==> config.mk <==
export PLATFORM = sky130hd
export DESIGN_NAME = dual_step_pulse_generator
export DESIGN_NICKNAME = d
export VERILOG_FILES = /design/src/rtl/dspg_pkg.sv /design/src/rtl/dual_step_pulse_generator.sv /design/src/rtl/dspg_datapath.sv /design/src/rtl/dspg_ctrl.sv
export SDC_FILE = /design/constraint.sdc
export NUM_CORES = 2
export LEC_CHECK = 0
export BUFFER_PORTS_ARGS = -buffer_cell sky130_fd_sc_hd__buf_2
export CELL_PAD_IN_SITES_DETAIL_PLACEMENT = 1
export CELL_PAD_IN_SITES_GLOBAL_PLACEMENT = 2
export CORE_MARGIN = 1.5
export CORE_UTILIZATION = 42
export CTS_CLUSTER_SIZE = 16
export DETAILED_ROUTE_END_ITERATION = 12
export GPL_TIMING_DRIVEN = 0
export PLACE_DENSITY_LB_ADDON = 0.1
export SLEW_MARGIN = 25
export SYNTH_ARGS = -nofsm -noshare
export SYNTH_HDL_FRONTEND = slang
export SYNTH_SLANG_ARGS = --single-unit
==> constraint.sdc <==
create_clock -name clk -period 10.3 [get_ports clk]
set_clock_uncertainty 0.2 [all_clocks]
set_input_delay 0.515 -clock clk [delete_from_list [all_inputs] [get_ports clk]]
set_output_delay 0.515 -clock clk [all_outputs]
set_load 0.05 [all_outputs]
==> src/rtl/dspg_pkg.sv <==
`timescale 1ns / 1ps

package dspg_pkg;

    // Channel count and field widths
    localparam int NUM_CH     = 2;
    localparam int TCLK_W     = 27;
    localparam int SCALE_W    = 32;
    localparam int MAG_W      = 20;
    localparam int PROD_W     = MAG_W + SCALE_W;
    localparam int PERIOD_W   = 16;
    localparam int PULSE_W    = 32;
    localparam int CFG_ADDR_W = 3;
    localparam int CFG_DATA_W = 32;

    // Binary point of the rate product for whole-degree and Q.4 operands
    localparam int SPEED_FRAC = 16;
    localparam int VEL_FRAC   = 20;

    // Bit-serial divider: one quotient bit per step over the timer clock word
    localparam int DIV_STEPS = TCLK_W;
    localparam int DIV_CNT_W = $clog2(DIV_STEPS);

    // Register indexes
    localparam logic [CFG_ADDR_W-1:0] CFG_TIMER_CLOCK = 3'd0;
    localparam logic [CFG_ADDR_W-1:0] CFG_SCALE_A     = 3'd1;
    localparam logic [CFG_ADDR_W-1:0] CFG_SCALE_B     = 3'd2;
    localparam logic [CFG_ADDR_W-1:0] CFG_MICROSTEP   = 3'd3;
    localparam logic [CFG_ADDR_W-1:0] CFG_ENABLE      = 3'd4;

    // Command codes
    localparam logic [2:0] FUNC_TICK         = 3'd0;
    localparam logic [2:0] FUNC_SET_SPEED    = 3'd1;
    localparam logic [2:0] FUNC_MOVE_ANGLE   = 3'd2;
    localparam logic [2:0] FUNC_SET_VELOCITY = 3'd3;
    localparam logic [2:0] FUNC_STOP         = 3'd4;

    // Kinds of multi-cycle command
    localparam logic [1:0] KIND_SPEED = 2'd0;
    localparam logic [1:0] KIND_MOVE  = 2'd1;
    localparam logic [1:0] KIND_VEL   = 2'd2;

    // Microstep modes
    localparam logic [1:0] MS_EIGHTH       = 2'd0;
    localparam logic [1:0] MS_SIXTEENTH    = 2'd1;
    localparam logic [1:0] MS_THIRTYSECOND = 2'd2;
    localparam logic [1:0] MS_SIXTYFOURTH  = 2'd3;

    // Reset values
    localparam logic [TCLK_W-1:0]  TCLK_RESET  = 27'd4000000;
    localparam logic [SCALE_W-1:0] SCALE_RESET = 32'd2349056;
    localparam logic [1:0]         MS_RESET    = MS_THIRTYSECOND;
    localparam logic [1:0]         EN_RESET    = 2'b11;

    // Period clamp
    localparam logic [PERIOD_W-1:0] PERIOD_MIN = 16'd800;
    localparam logic [PERIOD_W-1:0] PERIOD_MAX = 16'd65535;

    typedef struct packed {
        logic [2:0]              func;
        logic                    motor_select;
        logic [15:0]             speed_whole_dps;
        logic [15:0]             target_angle_deg;
        logic signed [MAG_W-1:0] velocity_q4;
    } cmd_t;

    typedef struct packed {
        logic step_a;
        logic step_b;
        logic dir_a;
        logic dir_b;
        logic enable_n_a;
        logic enable_n_b;
        logic ms1_pin;
        logic ms2_pin;
        logic busy_a;
        logic busy_b;
    } pins_t;

    // Controller commands to the datapath
    typedef struct packed {
        logic       tick;
        logic       stop;
        logic       sel;
        logic       latch;
        logic [1:0] kind;
        logic       mul;
        logic       div_init;
        logic       div_step;
        logic       apply;
        logic       load_out;
    } ctl_t;

    // Datapath status to the controller
    typedef struct packed {
        logic div_last;
    } stat_t;

endpackage

==> src/rtl/dual_step_pulse_generator.sv <==
`timescale 1ns / 1ps

// Channel  | Handshake              | Payload
// ---------+------------------------+----------------------------------------
// cmd      | cmd_valid / cmd_ready  | cmd  (func, channel, speed, angle, vel)
// pins     | pins_valid / pins_ready| pins (step, dir, enable, microstep, busy)
// cfg      | cfg_we                 | cfg_addr, cfg_wdata (no wait, no read)
//
// Tick, stop, zero-speed, zero-velocity and unknown codes update state and load the result at acceptance.
// Move runs accept, 20x32 multiply, update.
// Nonzero speed or velocity runs accept, multiply, divider set-up, the bit-serial
// divider (27 steps for the timer clock over the pulse rate) and update.
// Reset (rst_n low, async) restores configuration registers and channel state at once.
// A result beat waits in the output register; a new command is taken when the
// controller is idle and that register is empty or being drained in the same cycle.

module dual_step_pulse_generator (
    input  logic                             clk,
    input  logic                             rst_n,
    input  logic                             cmd_valid,
    output logic                             cmd_ready,
    input  dspg_pkg::cmd_t                   cmd,
    output logic                             pins_valid,
    input  logic                             pins_ready,
    output dspg_pkg::pins_t                  pins,
    input  logic                             cfg_we,
    input  logic [dspg_pkg::CFG_ADDR_W-1:0]  cfg_addr,
    input  logic [dspg_pkg::CFG_DATA_W-1:0]  cfg_wdata
);

    dspg_pkg::ctl_t  ctl;
    dspg_pkg::stat_t stat;

    dspg_ctrl u_ctrl (
        .clk        (clk),
        .rst_n      (rst_n),
        .cmd_valid  (cmd_valid),
        .cmd_ready  (cmd_ready),
        .cmd        (cmd),
        .pins_valid (pins_valid),
        .pins_ready (pins_ready),
        .stat       (stat),
        .ctl        (ctl)
    );

    dspg_datapath u_datapath (
        .clk       (clk),
        .rst_n     (rst_n),
        .cmd       (cmd),
        .cfg_we    (cfg_we),
        .cfg_addr  (cfg_addr),
        .cfg_wdata (cfg_wdata),
        .ctl       (ctl),
        .stat      (stat),
        .pins      (pins)
    );

    // Never take a command while the result beat is stuck
    a_no_overrun: assert property (@(posedge clk) disable iff (!rst_n)
        cmd_ready |-> (!pins_valid || pins_ready))
        else $error("command taken while result beat is blocked");

    // A tick produces its result beat in the next cycle
    a_tick_result: assert property (@(posedge clk) disable iff (!rst_n)
        (cmd_valid && cmd_ready && cmd.func == dspg_pkg::FUNC_TICK) |=> pins_valid)
        else $error("tick result beat missing");

    // Hold off commands while the rate is computed
    a_busy_blocks: assert property (@(posedge clk) disable iff (!rst_n)
        (ctl.mul || ctl.div_init || ctl.div_step) |-> !cmd_ready)
        else $error("command taken during rate computation");

    // At most one state update source per cycle
    a_one_update: assert property (@(posedge clk) disable iff (!rst_n)
        $onehot0({ctl.tick, ctl.stop, ctl.apply, ctl.latch}))
        else $error("conflicting channel updates");

endmodule

==> src/rtl/dspg_datapath.sv <==
`timescale 1ns / 1ps

module dspg_datapath (
    input  logic                             clk,
    input  logic                             rst_n,
    input  dspg_pkg::cmd_t                   cmd,
    input  logic                             cfg_we,
    input  logic [dspg_pkg::CFG_ADDR_W-1:0]  cfg_addr,
    input  logic [dspg_pkg::CFG_DATA_W-1:0]  cfg_wdata,
    input  dspg_pkg::ctl_t                   ctl,
    output dspg_pkg::stat_t                  stat,
    output dspg_pkg::pins_t                  pins
);

    logic [dspg_pkg::TCLK_W-1:0]   tclk_reg;
    logic [dspg_pkg::SCALE_W-1:0]  scale_reg [dspg_pkg::NUM_CH];
    logic [1:0]                    ms_reg;
    logic [1:0]                    en_reg;

    logic [dspg_pkg::PERIOD_W-1:0] period_reg [dspg_pkg::NUM_CH];
    logic [dspg_pkg::PERIOD_W-1:0] phase_reg  [dspg_pkg::NUM_CH];
    logic [dspg_pkg::PULSE_W-1:0]  pulses_reg [dspg_pkg::NUM_CH];
    logic                          forever_reg [dspg_pkg::NUM_CH];
    logic                          running_reg [dspg_pkg::NUM_CH];
    logic                          dir_reg     [dspg_pkg::NUM_CH];

    logic [dspg_pkg::PERIOD_W-1:0] period_next [dspg_pkg::NUM_CH];
    logic [dspg_pkg::PERIOD_W-1:0] phase_next  [dspg_pkg::NUM_CH];
    logic [dspg_pkg::PULSE_W-1:0]  pulses_next [dspg_pkg::NUM_CH];
    logic                          forever_next [dspg_pkg::NUM_CH];
    logic                          running_next [dspg_pkg::NUM_CH];
    logic                          dir_next     [dspg_pkg::NUM_CH];
    logic [dspg_pkg::PERIOD_W-1:0] ph_inc       [dspg_pkg::NUM_CH];
    logic                          step_next    [dspg_pkg::NUM_CH];
    logic                          busy_next    [dspg_pkg::NUM_CH];

    logic                          op_sel_reg;
    logic                          op_dir_reg;
    logic [dspg_pkg::MAG_W-1:0]    op_mag_reg;
    logic [dspg_pkg::PROD_W-1:0]   prod_reg;

    logic [dspg_pkg::SCALE_W-1:0]  rem_reg;
    logic [dspg_pkg::SCALE_W-1:0]  dvs_reg;
    logic [dspg_pkg::TCLK_W-1:0]   quo_reg;
    logic [dspg_pkg::DIV_CNT_W-1:0] cnt_reg;

    logic [dspg_pkg::MAG_W-1:0]    vel_bits;
    logic [dspg_pkg::MAG_W-1:0]    vel_abs;
    logic [dspg_pkg::MAG_W-1:0]    mag;
    logic [dspg_pkg::SCALE_W-1:0]  rate_raw;
    logic [dspg_pkg::SCALE_W-1:0]  rate;
    logic [dspg_pkg::SCALE_W:0]    trial;
    logic [dspg_pkg::SCALE_W:0]    diff;
    logic                          trial_ge;
    logic [dspg_pkg::PERIOD_W-1:0] period_new;
    logic [dspg_pkg::PULSE_W-1:0]  move_pulses;
    logic                          ms1;
    logic                          ms2;
    dspg_pkg::pins_t               pins_next;
    dspg_pkg::pins_t               pins_reg;

    // Configuration registers
    always_ff @(posedge clk or negedge rst_n)
    begin
        if (!rst_n)
        begin
            tclk_reg     <= dspg_pkg::TCLK_RESET;
            scale_reg[0] <= dspg_pkg::SCALE_RESET;
            scale_reg[1] <= dspg_pkg::SCALE_RESET;
            ms_reg       <= dspg_pkg::MS_RESET;
            en_reg       <= dspg_pkg::EN_RESET;
        end
        else if (cfg_we)
        begin
            unique case (cfg_addr)
                dspg_pkg::CFG_TIMER_CLOCK: tclk_reg     <= cfg_wdata[dspg_pkg::TCLK_W-1:0];
                dspg_pkg::CFG_SCALE_A:     scale_reg[0] <= cfg_wdata[dspg_pkg::SCALE_W-1:0];
                dspg_pkg::CFG_SCALE_B:     scale_reg[1] <= cfg_wdata[dspg_pkg::SCALE_W-1:0];
                dspg_pkg::CFG_MICROSTEP:   ms_reg       <= cfg_wdata[1:0];
                dspg_pkg::CFG_ENABLE:      en_reg       <= cfg_wdata[1:0];
                default: ;
            endcase
        end
    end

    // Select the operand magnitude; velocity takes its absolute value
    always_comb
    begin
        vel_bits = cmd.velocity_q4;
        vel_abs  = vel_bits[dspg_pkg::MAG_W-1] ? (~vel_bits + 1'b1) : vel_bits;
        case (ctl.kind)
            dspg_pkg::KIND_SPEED: mag = dspg_pkg::MAG_W'(cmd.speed_whole_dps);
            dspg_pkg::KIND_MOVE:  mag = dspg_pkg::MAG_W'(cmd.target_angle_deg);
            dspg_pkg::KIND_VEL:   mag = vel_abs;
            default:              mag = '0;
        endcase
    end

    // Hold the operand, then multiply by the channel scale
    always_ff @(posedge clk)
    begin
        if (ctl.latch)
        begin
            op_sel_reg <= cmd.motor_select;
            op_mag_reg <= mag;
            op_dir_reg <= !vel_bits[dspg_pkg::MAG_W-1];
        end
        if (ctl.mul)
        begin
            prod_reg <= op_mag_reg * scale_reg[op_sel_reg];
        end
    end

    // Drop the fraction bits and raise a zero rate to one
    always_comb
    begin
        if (ctl.kind == dspg_pkg::KIND_VEL)
            rate_raw = prod_reg[dspg_pkg::VEL_FRAC +: dspg_pkg::SCALE_W];
        else
            rate_raw = prod_reg[dspg_pkg::SPEED_FRAC +: dspg_pkg::SCALE_W];
        rate        = (rate_raw == '0) ? dspg_pkg::SCALE_W'(1) : rate_raw;
        move_pulses = prod_reg[dspg_pkg::SPEED_FRAC +: dspg_pkg::PULSE_W];
    end

    // Restoring divider step: timer clock over rate
    always_comb
    begin
        trial    = {rem_reg, quo_reg[dspg_pkg::TCLK_W-1]};
        diff     = trial - {1'b0, dvs_reg};
        trial_ge = (trial >= {1'b0, dvs_reg});
    end

    always_ff @(posedge clk)
    begin
        if (ctl.div_init)
        begin
            rem_reg <= '0;
            quo_reg <= tclk_reg;
            dvs_reg <= rate;
        end
        else if (ctl.div_step)
        begin
            rem_reg <= trial_ge ? diff[dspg_pkg::SCALE_W-1:0] : trial[dspg_pkg::SCALE_W-1:0];
            quo_reg <= {quo_reg[dspg_pkg::TCLK_W-2:0], trial_ge};
        end
    end

    // Count divider steps
    always_ff @(posedge clk or negedge rst_n)
    begin
        if (!rst_n)
            cnt_reg <= '0;
        else if (ctl.div_init)
            cnt_reg <= '0;
        else if (ctl.div_step)
            cnt_reg <= cnt_reg + 1'b1;
    end

    assign stat.div_last = (cnt_reg == dspg_pkg::DIV_CNT_W'(dspg_pkg::DIV_STEPS - 1));

    // Clamp the quotient into the period range
    always_comb
    begin
        if (quo_reg > dspg_pkg::TCLK_W'(dspg_pkg::PERIOD_MAX))
            period_new = dspg_pkg::PERIOD_MAX;
        else if (quo_reg < dspg_pkg::TCLK_W'(dspg_pkg::PERIOD_MIN))
            period_new = dspg_pkg::PERIOD_MIN;
        else
            period_new = quo_reg[dspg_pkg::PERIOD_W-1:0];
    end

    // Channel update: tick, stop and finished commands
    always_comb
    begin
        for (int c = 0; c < dspg_pkg::NUM_CH; c++)
        begin
            period_next[c]  = period_reg[c];
            phase_next[c]   = phase_reg[c];
            pulses_next[c]  = pulses_reg[c];
            forever_next[c] = forever_reg[c];
            running_next[c] = running_reg[c];
            dir_next[c]     = dir_reg[c];
            ph_inc[c]       = dspg_pkg::PERIOD_W'(phase_reg[c] + 1'b1);

            if (ctl.tick && running_reg[c])
            begin
                if (ph_inc[c] >= period_reg[c] || ph_inc[c] == '0)
                begin
                    phase_next[c] = '0;
                    if (!forever_reg[c])
                    begin
                        if (pulses_reg[c] == '0)
                            running_next[c] = 1'b0;
                        else
                            pulses_next[c] = pulses_reg[c] - 1'b1;
                    end
                end
                else
                begin
                    phase_next[c] = ph_inc[c];
                end
            end

            if (ctl.stop && ctl.sel == 1'(c))
            begin
                running_next[c] = 1'b0;
                forever_next[c] = 1'b0;
                pulses_next[c]  = '0;
                phase_next[c]   = '0;
            end

            if (ctl.apply && op_sel_reg == 1'(c))
            begin
                case (ctl.kind)
                    dspg_pkg::KIND_SPEED:
                    begin
                        period_next[c] = period_new;
                    end
                    dspg_pkg::KIND_MOVE:
                    begin
                        pulses_next[c]  = move_pulses;
                        forever_next[c] = 1'b0;
                        running_next[c] = 1'b1;
                    end
                    dspg_pkg::KIND_VEL:
                    begin
                        dir_next[c]     = op_dir_reg;
                        period_next[c]  = period_new;
                        forever_next[c] = 1'b1;
                        pulses_next[c]  = '0;
                        running_next[c] = 1'b1;
                    end
                    default: ;
                endcase
            end

            step_next[c] = running_next[c] && (phase_next[c] < (period_next[c] >> 1));
            busy_next[c] = forever_next[c] || (pulses_next[c] != '0);
        end
    end

    // Advance the channel state
    always_ff @(posedge clk or negedge rst_n)
    begin
        if (!rst_n)
        begin
            for (int c = 0; c < dspg_pkg::NUM_CH; c++)
            begin
                period_reg[c]  <= dspg_pkg::PERIOD_MAX;
                phase_reg[c]   <= '0;
                pulses_reg[c]  <= '0;
                forever_reg[c] <= 1'b0;
                running_reg[c] <= 1'b0;
                dir_reg[c]     <= 1'b1;
            end
        end
        else
        begin
            for (int c = 0; c < dspg_pkg::NUM_CH; c++)
            begin
                period_reg[c]  <= period_next[c];
                phase_reg[c]   <= phase_next[c];
                pulses_reg[c]  <= pulses_next[c];
                forever_reg[c] <= forever_next[c];
                running_reg[c] <= running_next[c];
                dir_reg[c]     <= dir_next[c];
            end
        end
    end

    // Decode the microstep pin pattern
    always_comb
    begin
        ms1 = 1'b0;
        ms2 = 1'b0;
        unique case (ms_reg)
            dspg_pkg::MS_EIGHTH:       begin ms1 = 1'b0; ms2 = 1'b0; end
            dspg_pkg::MS_SIXTEENTH:    begin ms1 = 1'b1; ms2 = 1'b1; end
            dspg_pkg::MS_THIRTYSECOND: begin ms1 = 1'b1; ms2 = 1'b0; end
            dspg_pkg::MS_SIXTYFOURTH:  begin ms1 = 1'b0; ms2 = 1'b1; end
            default:                   begin ms1 = 1'b0; ms2 = 1'b0; end
        endcase
    end

    // Build the result beat from the updated state
    always_comb
    begin
        pins_next.step_a     = step_next[0];
        pins_next.step_b     = step_next[1];
        pins_next.dir_a      = dir_next[0];
        pins_next.dir_b      = dir_next[1];
        pins_next.enable_n_a = !en_reg[0];
        pins_next.enable_n_b = !en_reg[1];
        pins_next.ms1_pin    = ms1;
        pins_next.ms2_pin    = ms2;
        pins_next.busy_a     = busy_next[0];
        pins_next.busy_b     = busy_next[1];
    end

    always_ff @(posedge clk)
    begin
        if (ctl.load_out)
            pins_reg <= pins_next;
    end

    assign pins = pins_reg;

endmodule

==> src/rtl/dspg_ctrl.sv <==
`timescale 1ns / 1ps

module dspg_ctrl (
    input  logic             clk,
    input  logic             rst_n,
    input  logic             cmd_valid,
    output logic             cmd_ready,
    input  dspg_pkg::cmd_t   cmd,
    output logic             pins_valid,
    input  logic             pins_ready,
    input  dspg_pkg::stat_t  stat,
    output dspg_pkg::ctl_t   ctl
);

    localparam logic [2:0] ST_IDLE = 3'd0;
    localparam logic [2:0] ST_MUL  = 3'd1;
    localparam logic [2:0] ST_PREP = 3'd2;
    localparam logic [2:0] ST_DIV  = 3'd3;
    localparam logic [2:0] ST_FIN  = 3'd4;

    logic [2:0] state_reg;
    logic [2:0] state_next;
    logic [1:0] kind_reg;
    logic [1:0] kind_next;
    logic       valid_reg;
    logic       slot_free;
    logic       accept;

    // The output slot frees when empty or when its beat is taken
    assign slot_free  = !valid_reg || pins_ready;
    assign cmd_ready  = (state_reg == ST_IDLE) && slot_free;
    assign accept     = cmd_valid && cmd_ready;
    assign pins_valid = valid_reg;

    // Sequence commands
    always_comb
    begin
        ctl        = '0;
        ctl.kind   = kind_reg;
        ctl.sel    = cmd.motor_select;
        state_next = state_reg;
        kind_next  = kind_reg;

        unique case (state_reg)
            ST_IDLE:
            begin
                if (accept)
                begin
                    unique case (cmd.func)
                        dspg_pkg::FUNC_TICK:
                        begin
                            ctl.tick     = 1'b1;
                            ctl.load_out = 1'b1;
                        end
                        dspg_pkg::FUNC_SET_SPEED:
                        begin
                            if (cmd.speed_whole_dps == '0)
                            begin
                                ctl.stop     = 1'b1;
                                ctl.load_out = 1'b1;
                            end
                            else
                            begin
                                ctl.latch  = 1'b1;
                                ctl.kind   = dspg_pkg::KIND_SPEED;
                                kind_next  = dspg_pkg::KIND_SPEED;
                                state_next = ST_MUL;
                            end
                        end
                        dspg_pkg::FUNC_MOVE_ANGLE:
                        begin
                            ctl.latch  = 1'b1;
                            ctl.kind   = dspg_pkg::KIND_MOVE;
                            kind_next  = dspg_pkg::KIND_MOVE;
                            state_next = ST_MUL;
                        end
                        dspg_pkg::FUNC_SET_VELOCITY:
                        begin
                            if (cmd.velocity_q4 == '0)
                            begin
                                ctl.stop     = 1'b1;
                                ctl.load_out = 1'b1;
                            end
                            else
                            begin
                                ctl.latch  = 1'b1;
                                ctl.kind   = dspg_pkg::KIND_VEL;
                                kind_next  = dspg_pkg::KIND_VEL;
                                state_next = ST_MUL;
                            end
                        end
                        dspg_pkg::FUNC_STOP:
                        begin
                            ctl.stop     = 1'b1;
                            ctl.load_out = 1'b1;
                        end
                        default:
                        begin
                            ctl.load_out = 1'b1;
                        end
                    endcase
                end
            end
            ST_MUL:
            begin
                ctl.mul = 1'b1;
                if (kind_reg == dspg_pkg::KIND_MOVE)
                    state_next = ST_FIN;
                else
                    state_next = ST_PREP;
            end
            ST_PREP:
            begin
                ctl.div_init = 1'b1;
                state_next   = ST_DIV;
            end
            ST_DIV:
            begin
                ctl.div_step = 1'b1;
                if (stat.div_last)
                    state_next = ST_FIN;
            end
            ST_FIN:
            begin
                if (slot_free)
                begin
                    ctl.apply    = 1'b1;
                    ctl.load_out = 1'b1;
                    state_next   = ST_IDLE;
                end
            end
            default:
            begin
                state_next = ST_IDLE;
            end
        endcase
    end

    always_ff @(posedge clk or negedge rst_n)
    begin
        if (!rst_n)
        begin
            state_reg <= ST_IDLE;
            kind_reg  <= dspg_pkg::KIND_SPEED;
            valid_reg <= 1'b0;
        end
        else
        begin
            state_reg <= state_next;
            kind_reg  <= kind_next;
            if (ctl.load_out)
                valid_reg <= 1'b1;
            else if (pins_ready)
                valid_reg <= 1'b0;
        end
    end

endmodule

==> results list <==
- Critical R2R Launch: u_datapath.op_sel_reg
- R2R Path End: u_datapath.prod_reg[48]
- After floorplanning, the core was sized to cover about 100000 sq um.
- Total half-perimeter wirelength after legalization and detailed placement: about 120000 um
- I/O Buffers: between 100 and 150
- TritonCTS built the clock tree.
- For this run, asynchronously set or reset flops after synthesis account for about 60%.
- Leading cell types by count after synthesis: inv_1, nand2_1, fa_1
- STA puts the critical path data required time at approximately 10 ns.
* Kind of capture point of the worst setup path: flip-flop
- Largest net degree at the start of global routing: 90
* Share of post-route cells with drive strength above 1: around 11%
- H-tree depth: 2
- In the routed layout, each cell is associated on average with a via count of between 5 and 6.
* Result of the run: completed
* Flip-flop and latch count after synthesis: 399
* Primary flip-flop cell chosen by synthesis mapping: dfrtp_1
- The first global-routing pass estimated approximately 230000 um of wire.
- Class of the tightest hold or removal check: input pin to flip-flop
* Final instance count without filler cells: 5953
- Iter 0 DRT Violations: around 2.1k
- Clock latency on the worst-skew pair, taken at its later pin, is about 0.66 ns.
- Dividing the detail-routed wire length by the instance count gives about 25 um.
* Post-route core utilization: between 40% and 50%
- Setup violations remaining at the end of the flow were counted as 0.
* Sequential area share after synthesis: approximately 25%
- In this run the tightest slew margin relative to its limit is about a third.
* Time the final worst path needs with I/O delays and setup: a little under 10 ns
- Worst hold start: cmd[34]
- Fin nets: ~5.5k
* Worst hold stages: 3
* R2R setup slack: ~0.45 ns
- Min setup slack post-route: ~0.45 ns
* Hold Path Sink: u_datapath.op_mag_reg[14]
* CTS Buf Count: 50
- Number of optimization iterations in the first detailed-route pass: 6
* Maximum clock insertion buffer count: 3
- The die covers slightly above 100000 sq um.
* Global route total overflow: 0
- Transition time at the pin with the least slew margin: slightly below 1 ns
- Total I/O pin count: approximately 110
- Std cell rows: approximately 120
- Worst Setup Slack post-DPL: -0.773 ns
* CTS clk-pin slew, worst paths: approximately 0.060 ns
- Along the worst path, the maximum fanout reaches 11.
- Count of flip-flops with a built-in enable after synthesis: roughly 130
* Final Hold Violating Endpoints: 0
- The critical path is of the flip-flop to flip-flop type.
- At the end of routability-driven placement, the weighted congestion stood at ~0.93.
- The worst setup path is launched from a flip-flop.
- MaxCap Viol Count: 0
- The share of synthesized area in the top cell type comes to between 20 and 30%.
* Total clock sinks: 399
* Vias in the first global route: roughly 36k
- In the finished design, the share of the clock period the worst path needs comes to 95.6%.
- Unrepaired setup endpoints after global routing: false
* Antenna violation net count after detailed routing: 0
* Number of distinct library cell variants in the gate-level netlist after synthesis: 100
- Worst Reg2Reg Path Length in Cells: 26
- Top post-synthesis cells by area: fa_1, dfrtp_1, edfxtp_1
* Data arrival, critical path: around 10 ns
- The tree is rooted in a clkbuf_16.
* Die span in x: approximately 320 um
- For this configuration, the core starts out at a cell density of a little over two fifths.
* Area added between synthesis and finish: 10.6%
* Warning count from the yosys run: 0
- The layout has 11.5k filler cells.
- Synthesis produced a netlist with a net count of approximately 5.3k.
* Antenna violations before repair: 10
- Global routing consumed, over all layers together, between 20% and 30% of the routing resources.
- Post-Syn Instances: roughly 4.4k
- The most common cell in the synthesized netlist is inv_1.
- Maximum clock frequency: slightly above 100 MHz
- Residual DRC count: 0
- Vertical die dimension: roughly 320 um
- Combined area of all synthesized cells: between 40000 and 50000 sq um
- Pins Over Slew Limit: 0
- Wires add up to 151000 um.
- Counting tap cells, the placed design contains a total of between 5k and 6k instances.
- After clock tree synthesis, the setup repair step added 0 buffers.
* Mean Syn Cell Area: 9.61 sq um
- Of all cell types, the one taking the most synthesized area is fa_1.
- Vias after detailed routing: ~33k
-- layout by cell type, fill, tap and decap left out, types with 129 or more instances in the layout --
master,count
a21oi_1,129
and2_1,306
dfrtp_1,182
fa_1,536
mux2_2,185
nor2_1,158
inv_1,687
clkbuf_1,186
nand2_1,555
ha_1,267
-- critical path, stage by stage (launching register included) --
cell and delay (ns):
edfxtp_1 0.62, clkbuf_2 0.44, mux2_2 0.47, clkbuf_2 0.36, and2_1 0.30, fa_1 0.55, inv_1 0.06, fa_1 0.47
fa_1 0.52, inv_1 0.06, fa_1 0.56, fa_1 0.44, fa_1 0.60, fa_1 0.48, ha_1 0.22, a211oi_1 0.29
nand2_1 0.18, o31a_1 0.35, o311ai_2 0.15, a21oi_1 0.23, o31ai_2 0.40, o21ai_1 0.23, a311o_1 0.41, a21oi_1 0.32
o21ai_0 0.22, a21oi_1 0.27, xnor2_2 0.15
-- repair_timing --
item / in CTS / in global routing
endpoints found under the hold margin: 217 / 0
resized for setup: 20 / 9
gates cloned: 0 / 0
hold buffers: 38 / 0
endpoints found under the setup margin: 9 / 1
-- final cells by class --
class / instances / area, sq um / share of cell area (%)
plain buffers: 225 / 898 / 1.92
diodes: 3 / 7.51 / 0.0160
clock buffers: 67 / 1400 / 2.98
flip-flops and latches: 399 / 10500 / 22.5
repair buffers: 153 / 1110 / 2.36
multi-input cells: 3093 / 28400 / 60.7
clock inverters: 27 / 275 / 0.588
well taps: 1298 / 1620 / 3.47
inverters: 688 / 2580 / 5.52
-- kinds of logic after synthesis --
kind of cell,Yosys count,synth area share [%]
mux,201,5.30
xor+xnor,135,2.79
buf+inv,914,8.16
simple gates,1410,17.0
compound gates,544,8.67
flops,399,24.9
fa+ha+maj,803,33.2
-- routing by layer --
metal | vias up | track usage, % | wire length (um)
met2 | 895 | 48.7 | 69600
met3 | 175 | 5.35 | 9580
met5 | - | 0 | 29
met1 | 17100 | 40.5 | 66800
li1 | 14800 | - | -
met4 | 6 | 9.10 | 4720
-- stage by stage --
step	setup TNS [ns]	hold slack (ns)	area (sq um)
detailed placement	-2.49	0.240	44700
floorplan	0	0.0194	42300
global placement	-4.76	0.265	44500
finish	0	0.0384	46800
global route	0	0.0339	46800
CTS	0	0.00490	46800
-- worst max path at each step --
stage / from / endpoint / slack, ns
floorplan: u_datapath.op_sel_reg / u_datapath.prod_reg[48] / 2.00
global placement: u_datapath.op_sel_reg / u_datapath.prod_reg[48] / -0.97
detailed placement: u_datapath.op_sel_reg / u_datapath.prod_reg[48] / -0.77
CTS: u_datapath.op_sel_reg / u_datapath.prod_reg[48] / 0.06
global route: u_datapath.op_sel_reg / u_datapath.prod_reg[48] / 0.12
finish: u_datapath.op_sel_reg / u_datapath.prod_reg[48] / 0.45
Power is left out: the tool's default activity adds up to more than one toggle a clock period on the data nets, which glitch-free logic cannot reach.
